===== src/rtl/core/bufq_pkg.sv =====
`timescale 1ns / 1ps
// ----------------------------------------------------------------------------
// bufq_pkg: shared types and constants of the buffered byte queues
// Queue geometry, operation codes and the control structs passed between
// the pointer units and the top level.
// ----------------------------------------------------------------------------
package bufq_pkg;

	localparam int QUEUE_DEPTH = 64;
	localparam int PTR_W       = $clog2(QUEUE_DEPTH);
	localparam int LEVEL_W     = $clog2(QUEUE_DEPTH + 1);
	localparam int BYTE_W      = 8;

	localparam logic [BYTE_W-1:0] ERROR_MASK_RST = 8'h46;

	typedef enum logic [1:0] {
		OP_HOST_WR  = 2'd0,
		OP_HOST_RD  = 2'd1,
		OP_RX_BYTE  = 2'd2,
		OP_TX_READY = 2'd3
	} opcode_t;

	typedef logic [PTR_W-1:0]   ptr_t;
	typedef logic [LEVEL_W-1:0] level_t;

	// push / pop request into one queue
	typedef struct packed {
		logic push;
		logic pop;
	} q_req_t;

	// outcome of one request, with the addresses to use at the store
	typedef struct packed {
		logic   push_ok;
		logic   pop_ok;
		ptr_t   wr_addr;
		ptr_t   rd_addr;
		level_t fill_next;
	} q_stat_t;

	function automatic ptr_t ptr_advance(ptr_t p);
		ptr_advance = (p == PTR_W'(QUEUE_DEPTH - 1)) ? '0 : p + 1'b1;
	endfunction

endpackage


===== src/rtl/core/bufq_ram.sv =====
`timescale 1ns / 1ps
// ----------------------------------------------------------------------------
// bufq_ram: generic single-write, single-read RAM
// One write port and one read port with registered read data; the read
// register holds while the read enable is low.
// ----------------------------------------------------------------------------
module bufq_ram #(
	parameter int WIDTH = 8,
	parameter int DEPTH = 64
) (
	input  logic                     clk,
	input  logic                     we,
	input  logic [$clog2(DEPTH)-1:0] waddr,
	input  logic [WIDTH-1:0]         wdata,
	input  logic                     re,
	input  logic [$clog2(DEPTH)-1:0] raddr,
	output logic [WIDTH-1:0]         rdata
);

	logic [WIDTH-1:0] mem_q [DEPTH];

	always_ff @(posedge clk) begin
		if (we) begin
			mem_q[waddr] <= wdata;
		end
		if (re) begin
			rdata <= mem_q[raddr];
		end
	end

endmodule


===== src/rtl/core/bufq_ptrs.sv =====
`timescale 1ns / 1ps
// ----------------------------------------------------------------------------
// bufq_ptrs: ring pointers and fill count of one byte queue
// Refuses a push when full and a pop when empty; advances head, tail and
// fill in the cycle the request is presented.
// ----------------------------------------------------------------------------
module bufq_ptrs import bufq_pkg::*; (
	input  logic    clk,
	input  logic    arst_n,
	input  q_req_t  req,
	output q_stat_t stat
);

	ptr_t   head_q;
	ptr_t   tail_q;
	level_t fill_q;
	logic   full;
	logic   empty;

	assign full  = (fill_q == LEVEL_W'(QUEUE_DEPTH));
	assign empty = (fill_q == '0);

	always_comb begin
		stat.push_ok = req.push && !full;
		stat.pop_ok  = req.pop && !empty;
		stat.wr_addr = head_q;
		stat.rd_addr = tail_q;
		stat.fill_next = fill_q;
		if (stat.push_ok && !stat.pop_ok) begin
			stat.fill_next = fill_q + 1'b1;
		end else if (stat.pop_ok && !stat.push_ok) begin
			stat.fill_next = fill_q - 1'b1;
		end
	end

	always_ff @(posedge clk or negedge arst_n) begin
		if (!arst_n) begin
			head_q <= '0;
			tail_q <= '0;
			fill_q <= '0;
		end else begin
			if (stat.push_ok) begin
				head_q <= ptr_advance(head_q);
			end
			if (stat.pop_ok) begin
				tail_q <= ptr_advance(tail_q);
			end
			fill_q <= stat.fill_next;
		end
	end

endmodule


===== src/rtl/core/buffered_uart_byte_queues.sv =====
`timescale 1ns / 1ps
// ----------------------------------------------------------------------------
// buffered_uart_byte_queues: receive and transmit byte queues of a serial port
// Two ring-buffered byte queues with fill counts, host read/write and
// receiver/transmitter events, one result word per operation.
// ----------------------------------------------------------------------------
// Each input word carries one operation in tuser (host write, host read,
// byte received, transmitter ready) and returns exactly one result word.
// A new word is taken every clock cycle while the result side keeps up. Its
// result word passes through the read stage and the output register: the
// popped byte is read into the registered read port of a RAM at the accept
// edge and is then loaded into the output register. When the result side
// stalls, the read stage and the output register hold one word each before
// tready drops. Queue pointers and fill counts update at the accept edge, so
// back-to-back operations always see the effect of the previous one. A write
// to a full transmit queue and a receive into a full receive queue are
// refused (accepted = 0); a dropped receive sets rx_overflow, which only
// reset clears. error_mask (reset 0x46) selects the status bits reported on
// host reads; write it only while no operation is in flight. Queue contents
// need no clearing after reset.
// ----------------------------------------------------------------------------
module buffered_uart_byte_queues import bufq_pkg::*; (
	input  logic        clk,
	input  logic        arst_n,
	// config
	input  logic        cfg_wr_en,
	input  logic [7:0]  cfg_wr_data,     // error_mask
	// operation words in
	input  logic        s_axis_tvalid,
	output logic        s_axis_tready,
	input  logic [15:0] s_axis_tdata,    // [7:0] data_byte, [15:8] rx_status
	input  logic [1:0]  s_axis_tuser,    // [1:0] opcode
	// result words out
	output logic        m_axis_tvalid,
	input  logic        m_axis_tready,
	output logic [47:0] m_axis_tdata     // [0] accepted, [8:1] read_byte,
	                                     // [16:9] read_status, [17] read_empty,
	                                     // [18] tx_valid, [26:19] tx_byte,
	                                     // [27] tx_irq_enable, [28] rx_overflow,
	                                     // [35:29] rx_level, [42:36] tx_level,
	                                     // [47:43] zero
);

	typedef struct packed {
		logic              accepted;
		logic [BYTE_W-1:0] read_status;
		logic              read_empty;
		logic              rx_pop;       // read_byte comes from the rx RAM
		logic              tx_pop;       // tx_byte comes from the tx RAM
		logic              tx_irq;
		logic              overflow;
		level_t            rx_level;
		level_t            tx_level;
	} s1_t;

	typedef struct packed {
		logic              accepted;
		logic [BYTE_W-1:0] read_byte;
		logic [BYTE_W-1:0] read_status;
		logic              read_empty;
		logic              tx_valid;
		logic [BYTE_W-1:0] tx_byte;
		logic              tx_irq;
		logic              overflow;
		level_t            rx_level;
		level_t            tx_level;
	} result_t;

	opcode_t           op;
	logic [BYTE_W-1:0] in_byte;
	logic [BYTE_W-1:0] in_status;
	logic              accept;

	logic [BYTE_W-1:0] error_mask_q;
	logic [BYTE_W-1:0] last_status_q;
	logic              tx_irq_q;
	logic              ovf_q;
	logic              tx_irq_next;
	logic              ovf_next;

	q_req_t            rx_req;
	q_req_t            tx_req;
	q_stat_t           rx_stat;
	q_stat_t           tx_stat;
	logic [BYTE_W-1:0] rx_rdata;
	logic [BYTE_W-1:0] tx_rdata;

	logic              s1_valid;
	s1_t               s1_d;
	s1_t               s1_s1;
	logic              s1_move;
	logic              s2_load;
	logic              s2_valid;
	result_t           s2_s2;

	assign op        = opcode_t'(s_axis_tuser);
	assign in_byte   = s_axis_tdata[7:0];
	assign in_status = s_axis_tdata[15:8];

	// Pipeline flow: output register takes a word when empty or draining,
	// the read stage moves when the output register takes it.
	assign s2_load       = !s2_valid || m_axis_tready;
	assign s1_move       = s1_valid && s2_load;
	assign s_axis_tready = !s1_valid || s2_load;
	assign accept        = s_axis_tvalid && s_axis_tready;

	// Decode the operation into queue requests.
	always_comb begin
		rx_req = '0;
		tx_req = '0;
		case (op)
			OP_HOST_WR:  tx_req.push = accept;
			OP_HOST_RD:  rx_req.pop  = accept;
			OP_RX_BYTE:  rx_req.push = accept;
			OP_TX_READY: tx_req.pop  = accept;
			default: begin
				rx_req = '0;
				tx_req = '0;
			end
		endcase
	end

	bufq_ptrs u_rx_ptrs (
		.clk    (clk),
		.arst_n (arst_n),
		.req    (rx_req),
		.stat   (rx_stat)
	);

	bufq_ptrs u_tx_ptrs (
		.clk    (clk),
		.arst_n (arst_n),
		.req    (tx_req),
		.stat   (tx_stat)
	);

	// Byte stores: read only on a successful pop so the read register holds
	// its byte while the read stage is stalled.
	bufq_ram #(.WIDTH(BYTE_W), .DEPTH(QUEUE_DEPTH)) u_rx_ram (
		.clk   (clk),
		.we    (rx_stat.push_ok),
		.waddr (rx_stat.wr_addr),
		.wdata (in_byte),
		.re    (rx_stat.pop_ok),
		.raddr (rx_stat.rd_addr),
		.rdata (rx_rdata)
	);

	bufq_ram #(.WIDTH(BYTE_W), .DEPTH(QUEUE_DEPTH)) u_tx_ram (
		.clk   (clk),
		.we    (tx_stat.push_ok),
		.waddr (tx_stat.wr_addr),
		.wdata (in_byte),
		.re    (tx_stat.pop_ok),
		.raddr (tx_stat.rd_addr),
		.rdata (tx_rdata)
	);

	// Interrupt enable: arm on an accepted host write, drop when the
	// transmitter asks for a byte and none is left.
	always_comb begin
		tx_irq_next = tx_irq_q;
		if (tx_stat.push_ok) begin
			tx_irq_next = 1'b1;
		end else if (tx_req.pop && !tx_stat.pop_ok) begin
			tx_irq_next = 1'b0;
		end
		ovf_next = ovf_q || (rx_req.push && !rx_stat.push_ok);
	end

	always_comb begin
		s1_d.accepted    = rx_stat.push_ok || tx_stat.push_ok;
		s1_d.read_status = (op == OP_HOST_RD) ? (last_status_q & error_mask_q) : '0;
		s1_d.read_empty  = rx_req.pop && !rx_stat.pop_ok;
		s1_d.rx_pop      = rx_stat.pop_ok;
		s1_d.tx_pop      = tx_stat.pop_ok;
		s1_d.tx_irq      = tx_irq_next;
		s1_d.overflow    = ovf_next;
		s1_d.rx_level    = rx_stat.fill_next;
		s1_d.tx_level    = tx_stat.fill_next;
	end

	// Status registers and configuration.
	always_ff @(posedge clk or negedge arst_n) begin
		if (!arst_n) begin
			error_mask_q  <= ERROR_MASK_RST;
			last_status_q <= '0;
			tx_irq_q      <= 1'b0;
			ovf_q         <= 1'b0;
		end else begin
			if (cfg_wr_en) begin
				error_mask_q <= cfg_wr_data;
			end
			if (rx_req.push) begin
				last_status_q <= in_status;   // latched even when the byte drops
			end
			tx_irq_q <= tx_irq_next;
			ovf_q    <= ovf_next;
		end
	end

	// Read stage: hold control results while the RAM read completes.
	always_ff @(posedge clk or negedge arst_n) begin
		if (!arst_n) begin
			s1_valid <= 1'b0;
		end else if (s_axis_tready) begin
			s1_valid <= accept;
		end
	end

	always_ff @(posedge clk) begin
		if (accept) begin
			s1_s1 <= s1_d;
		end
	end

	// Output register: merge the popped byte into the result word.
	always_ff @(posedge clk or negedge arst_n) begin
		if (!arst_n) begin
			s2_valid <= 1'b0;
		end else if (s2_load) begin
			s2_valid <= s1_valid;
		end
	end

	always_ff @(posedge clk) begin
		if (s1_move) begin
			s2_s2.accepted    <= s1_s1.accepted;
			s2_s2.read_byte   <= s1_s1.rx_pop ? rx_rdata : '0;
			s2_s2.read_status <= s1_s1.read_status;
			s2_s2.read_empty  <= s1_s1.read_empty;
			s2_s2.tx_valid    <= s1_s1.tx_pop;
			s2_s2.tx_byte     <= s1_s1.tx_pop ? tx_rdata : '0;
			s2_s2.tx_irq      <= s1_s1.tx_irq;
			s2_s2.overflow    <= s1_s1.overflow;
			s2_s2.rx_level    <= s1_s1.rx_level;
			s2_s2.tx_level    <= s1_s1.tx_level;
		end
	end

	assign m_axis_tvalid = s2_valid;
	assign m_axis_tdata  = {5'b0, 7'(s2_s2.tx_level), 7'(s2_s2.rx_level),
		s2_s2.overflow, s2_s2.tx_irq, s2_s2.tx_byte, s2_s2.tx_valid,
		s2_s2.read_empty, s2_s2.read_status, s2_s2.read_byte, s2_s2.accepted};

	// ------------------------------------------------------------------
	// Assertions
	// ------------------------------------------------------------------
	a_ovf_sticky: assert property (@(posedge clk) disable iff (!arst_n)
		ovf_q |=> ovf_q)
		else $error("rx overflow flag cleared outside reset");

	a_empty_level: assert property (@(posedge clk) disable iff (!arst_n)
		(s2_valid && s2_s2.read_empty) |-> (s2_s2.rx_level == '0))
		else $error("read reported empty with bytes in the receive queue");

	a_pop_level: assert property (@(posedge clk) disable iff (!arst_n)
		(s2_valid && s2_s2.tx_valid) |-> (s2_s2.tx_level < LEVEL_W'(QUEUE_DEPTH)))
		else $error("transmit pop left a full queue");

	a_one_outcome: assert property (@(posedge clk) disable iff (!arst_n)
		s2_valid |-> !(s2_s2.accepted && (s2_s2.read_empty || s2_s2.tx_valid)))
		else $error("result word carries outcomes of two operations");

	a_irq_on_push: assert property (@(posedge clk) disable iff (!arst_n)
		tx_stat.push_ok |=> tx_irq_q)
		else $error("transmit interrupt not armed after a host write");

endmodule


===== config.mk =====
export PLATFORM = sky130hd
export DESIGN_NAME = buffered_uart_byte_queues
export DESIGN_NICKNAME = d
export VERILOG_FILES = /design/src/rtl/core/bufq_pkg.sv /design/src/rtl/core/bufq_ram.sv /design/src/rtl/core/bufq_ptrs.sv /design/src/rtl/core/buffered_uart_byte_queues.sv
export SDC_FILE = /design/constraint.sdc
export NUM_CORES = 1
export LEC_CHECK = 0
export BUFFER_PORTS_ARGS = -buffer_cell sky130_fd_sc_hd__clkbuf_2
export CORE_ASPECT_RATIO = 0.5
export CORE_UTILIZATION = 40
export CTS_BUF_LIST = sky130_fd_sc_hd__clkbuf_4
export DETAILED_ROUTE_END_ITERATION = 8
export GPL_ROUTABILITY_DRIVEN = 0
export PLACE_DENSITY_LB_ADDON = 0.3
export RECOVER_POWER = 100
export SYNTH_ARGS = -nofsm -noshare
export SYNTH_HDL_FRONTEND = slang
export SYNTH_SLANG_ARGS = --single-unit

===== constraint.sdc =====
create_clock -name clk -period 3.5 [get_ports clk]
set_input_delay 0.7 -clock clk [delete_from_list [all_inputs] [get_ports clk]]
set_output_delay 0.7 -clock clk [all_outputs]
set_load 0.05 [all_outputs]

## Word level (Yosys, flattened, before mapping)

Memories as Yosys holds them, arrays and structs flattened. A register that Yosys moved wholly into a read port is not among the register bits.
Index checks and enable logic that the tools add are counted.

| operators by class | value |
|---|---|
| add/sub/neg operators | 8 |
| equal/unequal tests | 9 |
| multiplexer cells | 18 |
| bitwise gates (word level) | 1 |
| reductions and logical operators | 30 |

Operator list:

| kind | number |
|---|---|
| $mux W7 | 4 |
| $add A6 B1 Y6 const B | 4 |
| $eq A6 B6 Y1 const B | 4 |
| $mux W6 | 4 |
| $add A7 B1 Y7 const B | 2 |
| $eq A7 B7 Y1 const B | 2 |
| $logic_not A7 Y1 | 2 |
| $sub A7 B1 Y7 const B | 2 |
| $logic_and A1 B1 Y1 | 13 |
| $logic_not A1 Y1 | 10 |
| $mux W1 | 10 |
| $and A8 B8 Y8 | 1 |
| $eq A2 B2 Y1 const B | 2 |
| $logic_or A1 B1 Y1 | 4 |
| $eq A2 B1 Y1 const B | 1 |
| $logic_not A2 Y1 | 1 |

| storage, ports and cells | value |
|---|---|
| flip-flop bits (word level) | 129 |
| memory bits (writable) | 1024 |
| bits of input ports | 31 |
| word-level logic and storage cells | 99 |
| memories kept | 2 |

Memories:

| name | depth | width | rd ports | clocked after Yosys merged registers in | write ports | RTL line | RTL |
|---|---|---|---|---|---|---|---|
| u_rx_ram.mem_q | 64 | 8 | 1 | 1 | 1 | bufq_ram.sv:20 | `logic [WIDTH-1:0] mem_q [DEPTH];` |
| u_tx_ram.mem_q | 64 | 8 | 1 | 1 | 1 | bufq_ram.sv:20 |  |

## Longest topological paths before layout

Gate-level depths: netlist of run 1.

| logic depth | value |
|---|---|
| depth after elaboration | 10 |
| mapped depth | 9 |
| gate-level depth less buffers | 8 |

## Modules after synthesis

A second synthesis of run 1 with hierarchy kept.

| second synthesis, totals | value |
|---|---|
| cells, all modules | 2286 |
| area, all modules | 46041.7 um^2 |

Modules (own cells, without submodules):

| module | instances | cells an instance | area an instance (um^2) | seq. area each (um^2) |
|---|---|---|---|---|
| bufq_ram | 2 | 940 | 20246.9 | 15615.0 |
| buffered_uart_byte_queues | 1 | 161 | 3198.1 | 2636.3 |
| bufq_ptrs at u_tx_ptrs | 1 | 124 | 1181.1 | 475.5 |
| bufq_ptrs at u_rx_ptrs | 1 | 121 | 1168.6 | 475.5 |

## Worst setup path before layout of run 1

No wires, ideal clock.

| timing path | value |
|---|---|
| path type | input to register |
| start | input m_axis_tready |
| end | memory u_tx_ram.mem_q[58][0], enable pin |
| arrival | 2.679 ns |
| data required time | 3.161 ns |
| path slack | 0.482 ns |
| stages on the path | 8 |
| path through | and3b_1 buf_6 or4_4 or2_1 buf_6 or4b_4 buf_6 nor2_2 |

| between the ends | value |
|---|---|
| cells in the longest elaborated chain, start to end | 7 |

RTL lines:

| item | RTL line | RTL |
|---|---|---|
| from (decl) | buffered_uart_byte_queues.sv:35 | `input logic m_axis_tready,` |
| $logic_or A1 B1 Y1 | buffered_uart_byte_queues.sv:102 | `assign s2_load = !s2_valid \|\| m_axis_tready;` |
| $logic_or A1 B1 Y1 | buffered_uart_byte_queues.sv:104 | `assign s_axis_tready = !s1_valid \|\| s2_load;` |
| $logic_and A1 B1 Y1 | buffered_uart_byte_queues.sv:105 | `assign accept = s_axis_tvalid && s_axis_tready;` |
| $mux W1 | buffered_uart_byte_queues.sv:111 | `case (op)` |
| $logic_and A1 B1 Y1 | bufq_ptrs.sv:24 | `stat.push_ok = req.push && !full;` |
| $mux W1 | bufq_ram.sv:23 | `if (we) begin` |
| $mux W1 (implied by the code) | bufq_ram.sv:24 | `mem_q[waddr] <= wdata;` |
| to (decl) | bufq_ram.sv:20 |  |

No other way between the ends.

## Worst setup path after layout of run 1

| timing path | value |
|---|---|
| start | register s2_valid (netlist: m_axis_tvalid) |
| end | memory u_tx_ram.mem_q[25][3], enable pin |

| between the ends | value |
|---|---|
| cells in the longest elaborated chain, start to end | 8 |

RTL lines:

| item | RTL line | RTL |
|---|---|---|
| from (decl) | buffered_uart_byte_queues.sv:93 | `logic s2_valid;` |
| from (signal assigned) | buffered_uart_byte_queues.sv:222 | `s2_valid <= s1_valid;` |
| $logic_not A1 Y1 | buffered_uart_byte_queues.sv:102 |  |
| $logic_or A1 B1 Y1 | buffered_uart_byte_queues.sv:102 |  |
| $logic_or A1 B1 Y1 | buffered_uart_byte_queues.sv:104 |  |
| $logic_and A1 B1 Y1 | buffered_uart_byte_queues.sv:105 |  |
| $mux W1 | buffered_uart_byte_queues.sv:111 |  |
| $logic_and A1 B1 Y1 | bufq_ptrs.sv:24 |  |
| $mux W1 | bufq_ram.sv:23 |  |
| $mux W1 (implied by the code) | bufq_ram.sv:24 |  |

No other way between the ends.

==> results of run 1 <==
cell type report:
cell class | count | share of cell area, %
Multi-Input combinational cell | 988 | 19.0
Sequential cell | 1169 | 67.0
Inverter | 14 | 0.101
Tap cell | 1496 | 3.60
Antenna cell | 5 | 0.0241
Clock inverter | 57 | 0.423
Clock buffer | 421 | 6.08
Timing Repair Buffer | 335 | 3.78
power by group through the flow:
| stage | Combinational [W] | Clock [W] | Sequential (W) |
|---|---|---|---|
| 4_1_cts | 0.00844 | 0.0110 | 0.0165 |
| 6_report | 0.00829 | 0.0107 | 0.0166 |
| 2_1_floorplan | 0.00580 | 0 | 0.0165 |
| 5_1_grt | 0.00883 | 0.0117 | 0.0166 |
| 3_3_place_gp | 0.00831 | 0 | 0.0168 |
| 3_5_place_dp | 0.00838 | 0 | 0.0169 |
worst max-delay path by stage:
stage,from,to,slack (ps),cells past startpoint
global placement,s_axis_tvalid,u_tx_ram.mem_q[41][7],300,8
finish,m_axis_tvalid,u_tx_ram.mem_q[25][3],240,7
CTS,m_axis_tvalid,s_axis_tready,230,4
detailed placement,s_axis_tvalid,u_tx_ram.mem_q[58][1],250,6
global route,u_rx_ptrs.fill_q[0],u_rx_ram.mem_q[42][0],130,9
floorplan,m_axis_tready,u_tx_ram.mem_q[58][0],480,8
cells by family after synthesis:
kind of cell,Yosys count
flip-flops,1169
AND/OR/NAND/NOR,370
multiplexers,344
AO/OA/AOI/OAI,239
buffers and inverters,145
XOR/XNOR,20
adder cells (fa/ha/maj),10
other,1
per-stage QoR:
stage                     utilization, %  instance area, µm²  hold WS [ps]
after floorplan                        -               45400           400
after global placement              44.0               49000           403
after detailed placement            44.0               49000           405
after CTS                           47.4               52700          7.66
after global routing                46.8               52000           119
final                               46.8               52000           184
registers in the layout (all words and copies together) (netlist names), 7 cells and up:
| name | flops |
|---|---|
| u_tx_ram.mem_q | 512 |
| u_tx_ptrs.fill_q | 7 |
| u_tx_ram.rdata | 8 |
| u_rx_ram.rdata | 8 |
| m_axis_tdata | 43 |
| error_mask_q | 8 |
| u_rx_ram.mem_q | 512 |
| s1_s1 | 28 |
| u_rx_ptrs.fill_q | 7 |
| last_status_q | 8 |
worst max-delay path: cells and delay by family (launching register included):
kind / cells / cell delay (ps)
simple gates: 5 / 1740
flops: 1 / 390
buf+inv: 2 / 700
metal layers:
layer	up-vias	share of wire (%)	track usage, %
met5	-	0	0
met4	0	2.2	7.07
met3	160	5.7	3.51
met2	845	48	29.3
met1	12400	44	24.7
li1	10600	-	-
placed cells by master, fill, tap and decap left out, drive strengths merged, types with 14 or more instances in the layout:
| cell type | count |
|---|---|
| nor2 | 173 |
| nand2 | 53 |
| clkbuf | 652 |
| and2 | 21 |
| a22oi | 37 |
| dlygate4sd3 | 36 |
| o22ai | 26 |
| inv | 18 |
| mux2i | 103 |
| xnor2 | 19 |
| a21oi | 21 |
| mux4 | 205 |
| clkinv | 53 |
| buf | 68 |
| mux2 | 36 |
| edfxtp | 1111 |
| nand3 | 34 |
| dfrtp | 55 |
| o221ai | 17 |
| o21ai | 34 |
| nor2b | 14 |
==> run summary, run 1 <==
The run finished, with violations left. The checks that failed: design-rule violations, max-capacitance violations, max-slew violations. After synthesis, the largest family of logic cells by area is multiplexers. The worst setup path is of the flip-flop to flip-flop kind.

The cell area power density came out at 683 nW/µm². The H-tree depth is 5. The fraction of power consumed by sequential logic came out at 46.6%. Multiplexer cells account for 13.3% of the synthesized area.

The die area came out at 115,000 µm². The register-to-register setup slack is 240 ps. In this run the deepest clock path goes through 4 buffers.

The largest total area in the synthesized netlist belongs to sky130_fd_sc_hd__edfxtp_1. The most used cell along the critical path is sky130_fd_sc_hd__nor2_1. The cell with the biggest individual delay on the critical path is sky130_fd_sc_hd__nand3_1. The shortest period the worst path allows is 3260 ps.

The clock latency of the later-clocked register in the worst-skew pair came out at 1160 ps. The final number of setup-violating endpoints came out at 0. The post-CTS repair timing setup buffer count is 0. The final total negative setup slack came out at 0 ps. The via count of the first global-routing pass is 24.6k. The total leakage power is 16.8 nW.

After layout, the design draws a total of 0.0355 W. The placed wire-length estimate came out at 64,000 µm. The total I/O pin count is 81. The end point of the worst hold path is u_rx_ptrs.tail_q[0]. The total count of max-transition violations in the final report is 471. The global-route wire length before repair is 155,000 µm.

The synthesized netlist contains 67 unique library cells. Ranked by total cell area, the synthesized netlist is headed by sky130_fd_sc_hd__edfxtp_1, sky130_fd_sc_hd__mux4_2, sky130_fd_sc_hd__dfrtp_1. The number of nets in the layout is 2,838.

The detailed-route vias per instance came out at 5.34. The number of design-rule violations left by the first detailed-router iteration came out at 2,154. The number of port buffers came out at 75. After synthesis, flip-flops and latches occupy 76.8% of the total area.

The async set-or-reset flop fraction in the synthesized netlist is 4.96%. The finished layout holds 4,485 standard cells, fillers aside. The mean instance size in the synthesized netlist came out at 19.7 µm².

The number of synthesized flops with an enable pin is 1,111. Global routing finished with a remaining overflow of 0. IR analysis of the VDD net gives a maximum drop of 370 µV.

The total count of hold-check failures in the final report is 0. The effective utilization at floorplan came out at 40.8%. The worst register-to-register path has a depth of 7. After clock tree synthesis, the clock-pin slew on the worst setup and hold paths is 60 ps. Entering global routing, the biggest net connects 93 pins.

The final clock period utilization by the worst path is 93.0%. The transition time at the pin with the least slew margin is 2860 ps. Among all cell types in the netlist, the one instantiated most often is sky130_fd_sc_hd__edfxtp_1.

The register bit total from synthesis is 1,169. The share of layout cells above drive strength 1 came out at 27.0%. The reported net switching power came out at 0.0104 W.

The number of antenna-violating nets in the routed design came out at 0. Across the whole layout, storage elements account for 34,800 µm². The startpoint identified for the worst register-to-register timing path is m_axis_tvalid. The iteration count of the initial detailed-routing pass is 7. For the worst setup path, the data required time is 4250 ps. The worst setup path is launched from a flip-flop.

The tightest min-delay check is of the input pin to flip-flop type. Measured along the x axis, the die boundary spans 478 µm. The switching share of power came out at 29.4%. The die boundary height is 240 µm.

The post-synthesis instance area came out at 45,400 µm². The endpoint identified for the worst register-to-register timing path is u_tx_ram.mem_q[25][3]. The signal on the critical path passes through and3b_1 -> or4_1 -> nor2_1 -> buf_4 -> nand3_1 -> nor2_1 -> clkbuf_1. By count the netlist is led by sky130_fd_sc_hd__edfxtp_1, sky130_fd_sc_hd__mux4_2, sky130_fd_sc_hd__nor2_1.

The initial antenna violation count came out at 2. The number of rows created at floorplan is 86. Synthesis produced 2,298 cells. The count of instances resized after the clock tree is built is 0. Once routing completed, OpenROAD measured the worst setup slack at 245 ps. In this run the most critical hold path is launched from s_axis_tuser[0]. The wire length per cell came out at 23.2 µm. The post-route clock skew came out at 62.6 ps. The number of buffers added by the clock tree synthesis step is 289. After floorplanning, the core was sized to cover 111,000 µm². The xor/xnor share of the synthesized area came out at 0.386%.

The warning count from the yosys run is 0. TritonCTS built the clock tree. The relative slew slack is -90.6%. For this run, design rule violations remaining after detail routing come to 1. The footprint of the multi-input gates came out at 9910 µm². The number of buffers inserted by hold repair at cts is 36.

The setup slack at placement came out at 255 ps. The number of instances on the worst hold path is 5. The clock group share of total power came out at 30.1%.

STA classifies the critical path endpoint as a flip-flop. The global-route total usage across every layer came out at 18.2%. Compared with the post-synthesis result, the final layout area differs by 14.7%.

The commonest register cell after synthesis is sky130_fd_sc_hd__edfxtp_1. The critical path data arrival time is 4000 ps. The internal power of the cells totals 0.0251 W. The share of the synthesized area in the top cell type is 73.6%. Across the run, the number of max-cap violations was 11. Combinational logic burns 23.3% of the power. The compound-gate portion of the synthesized area is 3.91%. The highest fanout seen on the critical path is 15. The largest stage delay on the critical path is 600 ps.

The upper clock frequency limit came out at 0.307 GHz. Setup repair after global routing left no endpoint under its margin. The overall routed net length came out at 104,000 µm. In this run, placement finished with an instance count of 3,966. The number of clock sinks came out at 1,169.

The fraction of the mapped netlist area in simple logic gates came out at 3.91%. The detailed-route via count came out at 24.0k. The synthesized netlist devotes 0.276% of its cell area to adder and majority cells. The fill cell instance count of the final layout is 9,525.

The master cell of the clock root buffer is sky130_fd_sc_hd__clkbuf_4.
Note: power is estimated with default switching activity, not from simulation.
==> inputs of run 2 (changes only) <==
--- a/config.mk
+++ b/config.mk
@@ -13,6 +13,7 @@
 export GPL_ROUTABILITY_DRIVEN = 0
 export PLACE_DENSITY_LB_ADDON = 0.3
 export RECOVER_POWER = 100
+export REMOVE_ABC_BUFFERS = 1
 export SYNTH_ARGS = -nofsm -noshare
 export SYNTH_HDL_FRONTEND = slang
 export SYNTH_SLANG_ARGS = --single-unit
==> run 2 against run 1 <==
The flow still finishes with violations (design-rule violations, max-capacitance violations, max-slew violations). Critical path depth shrank 1. Die area is the same. Worst setup slack better by 2.9 ps. Via count down 0.33%. Combinational power shrank 2%. Sequential power about the same. Register-to-register slack barely moved. Flip-flop and latch count unchanged. Cell count shrank 0.38%. Core utilization barely moved.
==> run summary, run 2 (same netlist as run 1, synthesis figures left out) <==
Run status: complete, but fails checks (unchanged). Violated checks: design-rule violations, max-capacitance violations, max-slew violations (unchanged). The number of port buffers is 75 (unchanged).

The critical path data arrival time is 4120 ps (was 4000 ps). The non-filler instance count after layout came out at 4,468 (was 4,485). The element type at the critical path end is a flip-flop (unchanged). The iteration count of the initial detailed-routing pass came to 7 (unchanged). The cell area power density was 686 nW/µm² (was 683 nW/µm²). The post-CTS repair timing setup buffer count came out at 0 (unchanged).

The portion of total power attributed to combinational logic came out at 22.7% (was 23.3%). The class of the worst hold path is input pin to flip-flop (unchanged). The number of nets in the layout came out at 2,821 (was 2,838). The number of antenna-violating nets in the routed design is 0 (unchanged). The transition time at the pin with the least slew margin came to 3350 ps (was 2860 ps). The most common cell after layout, fill and taps aside is sky130_fd_sc_hd__edfxtp_1 (unchanged). The final worst setup slack was 248 ps (was 245 ps).

The reported net switching power is 0.0105 W (was 0.0104 W). The core region area was 111,000 µm² (unchanged). The die area came out at 115,000 µm² (unchanged). The clock group share of total power is 30.6% (was 30.1%).

The overall routed net length came out at 105,000 µm (was 104,000 µm). The total I/O pin count is 81 (unchanged). The total count of hold-check failures in the final report came out at 0 (unchanged). The internal cell power is 0.0252 W (was 0.0251 W). The max-capacitance violation count came out at 8 (was 11). The upper clock frequency limit came out at 0.307 GHz (about the same).

The effective utilization at floorplan is 40.8% (unchanged). The total leakage power came to 16.9 nW (was 16.8 nW). The post-route clock skew is 69.3 ps (was 62.6 ps). Setup repair after global routing missed its margin: no (unchanged). The count of instances resized after the clock tree is built is 0 (unchanged). The master cell of the clock root buffer is sky130_fd_sc_hd__clkbuf_4 (unchanged).

The total congestion overflow after global routing was 0 (unchanged). The largest stage delay on the critical path came to 710 ps (was 600 ps). The number of design-rule violations left by the first detailed-router iteration came out at 2,132 (was 2,154). The number of clock sinks was 1,169 (unchanged). The total count of max-transition violations in the final report was 427 (was 471). The largest net degree at the start of global routing is 81 (was 93). The final number of setup-violating endpoints is 0 (unchanged). The critical path launch point type was a flip-flop (unchanged). The setup slack at placement is 251 ps (was 255 ps).

Critical-path cell list: nor4_1 -> and3b_1 -> or2_0 -> clkinv_1 -> nor2_1 -> xnor2_1 (was and3b_1 -> or4_1 -> nor2_1 -> buf_4 -> nand3_1 -> nor2_1 -> clkbuf_1). The data required time of the critical path came out at 4360 ps (was 4250 ps). The clock latency of the later-clocked register in the worst-skew pair was 1160 ps (about the same). The number of design rule violations left after detail routing was 1 (unchanged). The number of buffers inserted by hold repair at cts came out at 34 (was 36). The overall die width came out at 478 µm (unchanged). The clock slew at the register clock pins of the worst setup and hold paths is 70 ps (was 60 ps). The H-tree depth was 5 (unchanged). The placed cell count is 3,952 (was 3,966). The initial antenna violation count is 4 (was 2). The fraction of power consumed by sequential logic came out at 46.8% (was 46.6%).

The CTS tree is yes (unchanged). The global-route total usage across every layer came to 18.5% (was 18.2%). The placed wire-length estimate is 64,800 µm (was 64,000 µm). The final clock period utilization by the worst path was 92.9% (was 93.0%).

The shortest period the worst path allows is 3250 ps (was 3260 ps). The global-route wire length before repair is 156,000 µm (was 155,000 µm). The number of rows created at floorplan was 86 (unchanged). The highest fanout seen on the critical path is 17 (was 15).

The kind of critical path is flip-flop to flip-flop (unchanged). The number of buffers added by the clock tree synthesis step is 288 (was 289). The die boundary height came out at 240 µm (unchanged). The maximum root-to-sink buffer count was 4 (unchanged).

The cell with the biggest individual delay on the critical path is sky130_fd_sc_hd__clkinv_1 (was sky130_fd_sc_hd__nand3_1). Top library cells by usage in the layout, fill and taps aside: sky130_fd_sc_hd__edfxtp_1, sky130_fd_sc_hd__clkbuf_4, sky130_fd_sc_hd__mux4_2, sky130_fd_sc_hd__clkbuf_1, sky130_fd_sc_hd__nor2_1 (unchanged). The worst IR drop on VDD came to 391 µV (was 370 µV). The detailed-route vias per instance was 5.34 (about the same). The detailed-route via count is 23.9k (was 24.0k). The relative slew slack came out at -123% (was -90.6%). The post-synthesis to final-layout area growth came out at 14.8% (was 14.7%).

The switching share of power is 29.4% (about the same). The via count of the first global-routing pass is 24.7k (was 24.6k). The share of layout cells above drive strength 1 came out at 27.5% (was 27.0%). The wire length per cell is 23.6 µm (was 23.2 µm).
-- run 2: through the flow --
step	power [W]	hold WS [ps]	setup TNS (ps)	util [%]	instance area (µm²)
6_report	0.0357	218	0	46.8	52100
5_1_grt	0.0373	164	0	46.8	52100
4_1_cts	0.0362	22.9	0	47.3	52700
3_5_place_dp	0.0252	405	0	43.9	48900
3_3_place_gp	0.0251	404	0	43.9	48900
2_1_floorplan	0.0227	400	-53890	-	44800
-- run 2: path summary, 6_finish.rpt --
path                                       endpoint  cells past startpoint  slack (ps)                start
max in group asynchronous       u_rx_ptrs.tail_q[0]                      3        1740               arst_n
worst min register to register     m_axis_tdata[31]                      0         410             s1_s1[9]
worst min-delay path            u_tx_ptrs.head_q[1]                      6         220      s_axis_tuser[0]
worst max register to register             s1_s1[0]                      6         250  u_tx_ptrs.fill_q[2]
worst max-delay path                       s1_s1[0]                      6         250  u_tx_ptrs.fill_q[2]
min in group asynchronous          last_status_q[2]                      2         300               arst_n
-- run 2: layout make-up --
| class | instances | area, µm² |
|---|---|---|
| antenna | 2 | 5.00 |
| clock buffer | 420 | 3150 |
| clock inverter | 60 | 310 |
| fill | 9459 | 59200 |
| inverter | 14 | 52.6 |
| multi-input combinational | 988 | 9900 |
| sequential | 1169 | 34800 |
| tap | 1496 | 1870 |
| timing repair buffer | 319 | 1930 |
-- run 2: critical path: cells and delay by family, from the launching register on --
family | cells | cell delay, ps
and+or+nand+nor | 4 | 1700
buffers and inverters | 1 | 710
DFF | 1 | 460
xor gates and xnor gates | 1 | 100
-- run 2: layer usage --
layer	share of wire (%)	track usage, %	routed length [µm]	vias up
met3	5.6	3.54	5900	145
met5	0.016	0	17	-
met2	48	29.5	51100	830
met4	2.1	7.19	2230	2
li1	-	-	-	10600
met1	44	25.2	46200	12300
-- run 2: power by group through the flow --
stage / clock (W) / sequential [W] / combinational, W
final: 0.0109 / 0.0167 / 0.00811
after CTS: 0.0112 / 0.0167 / 0.00826
after floorplan: 0 / 0.0177 / 0.00509
after global routing: 0.0119 / 0.0168 / 0.00864
after global placement: 0 / 0.0170 / 0.00812
after detailed placement: 0 / 0.0170 / 0.00820
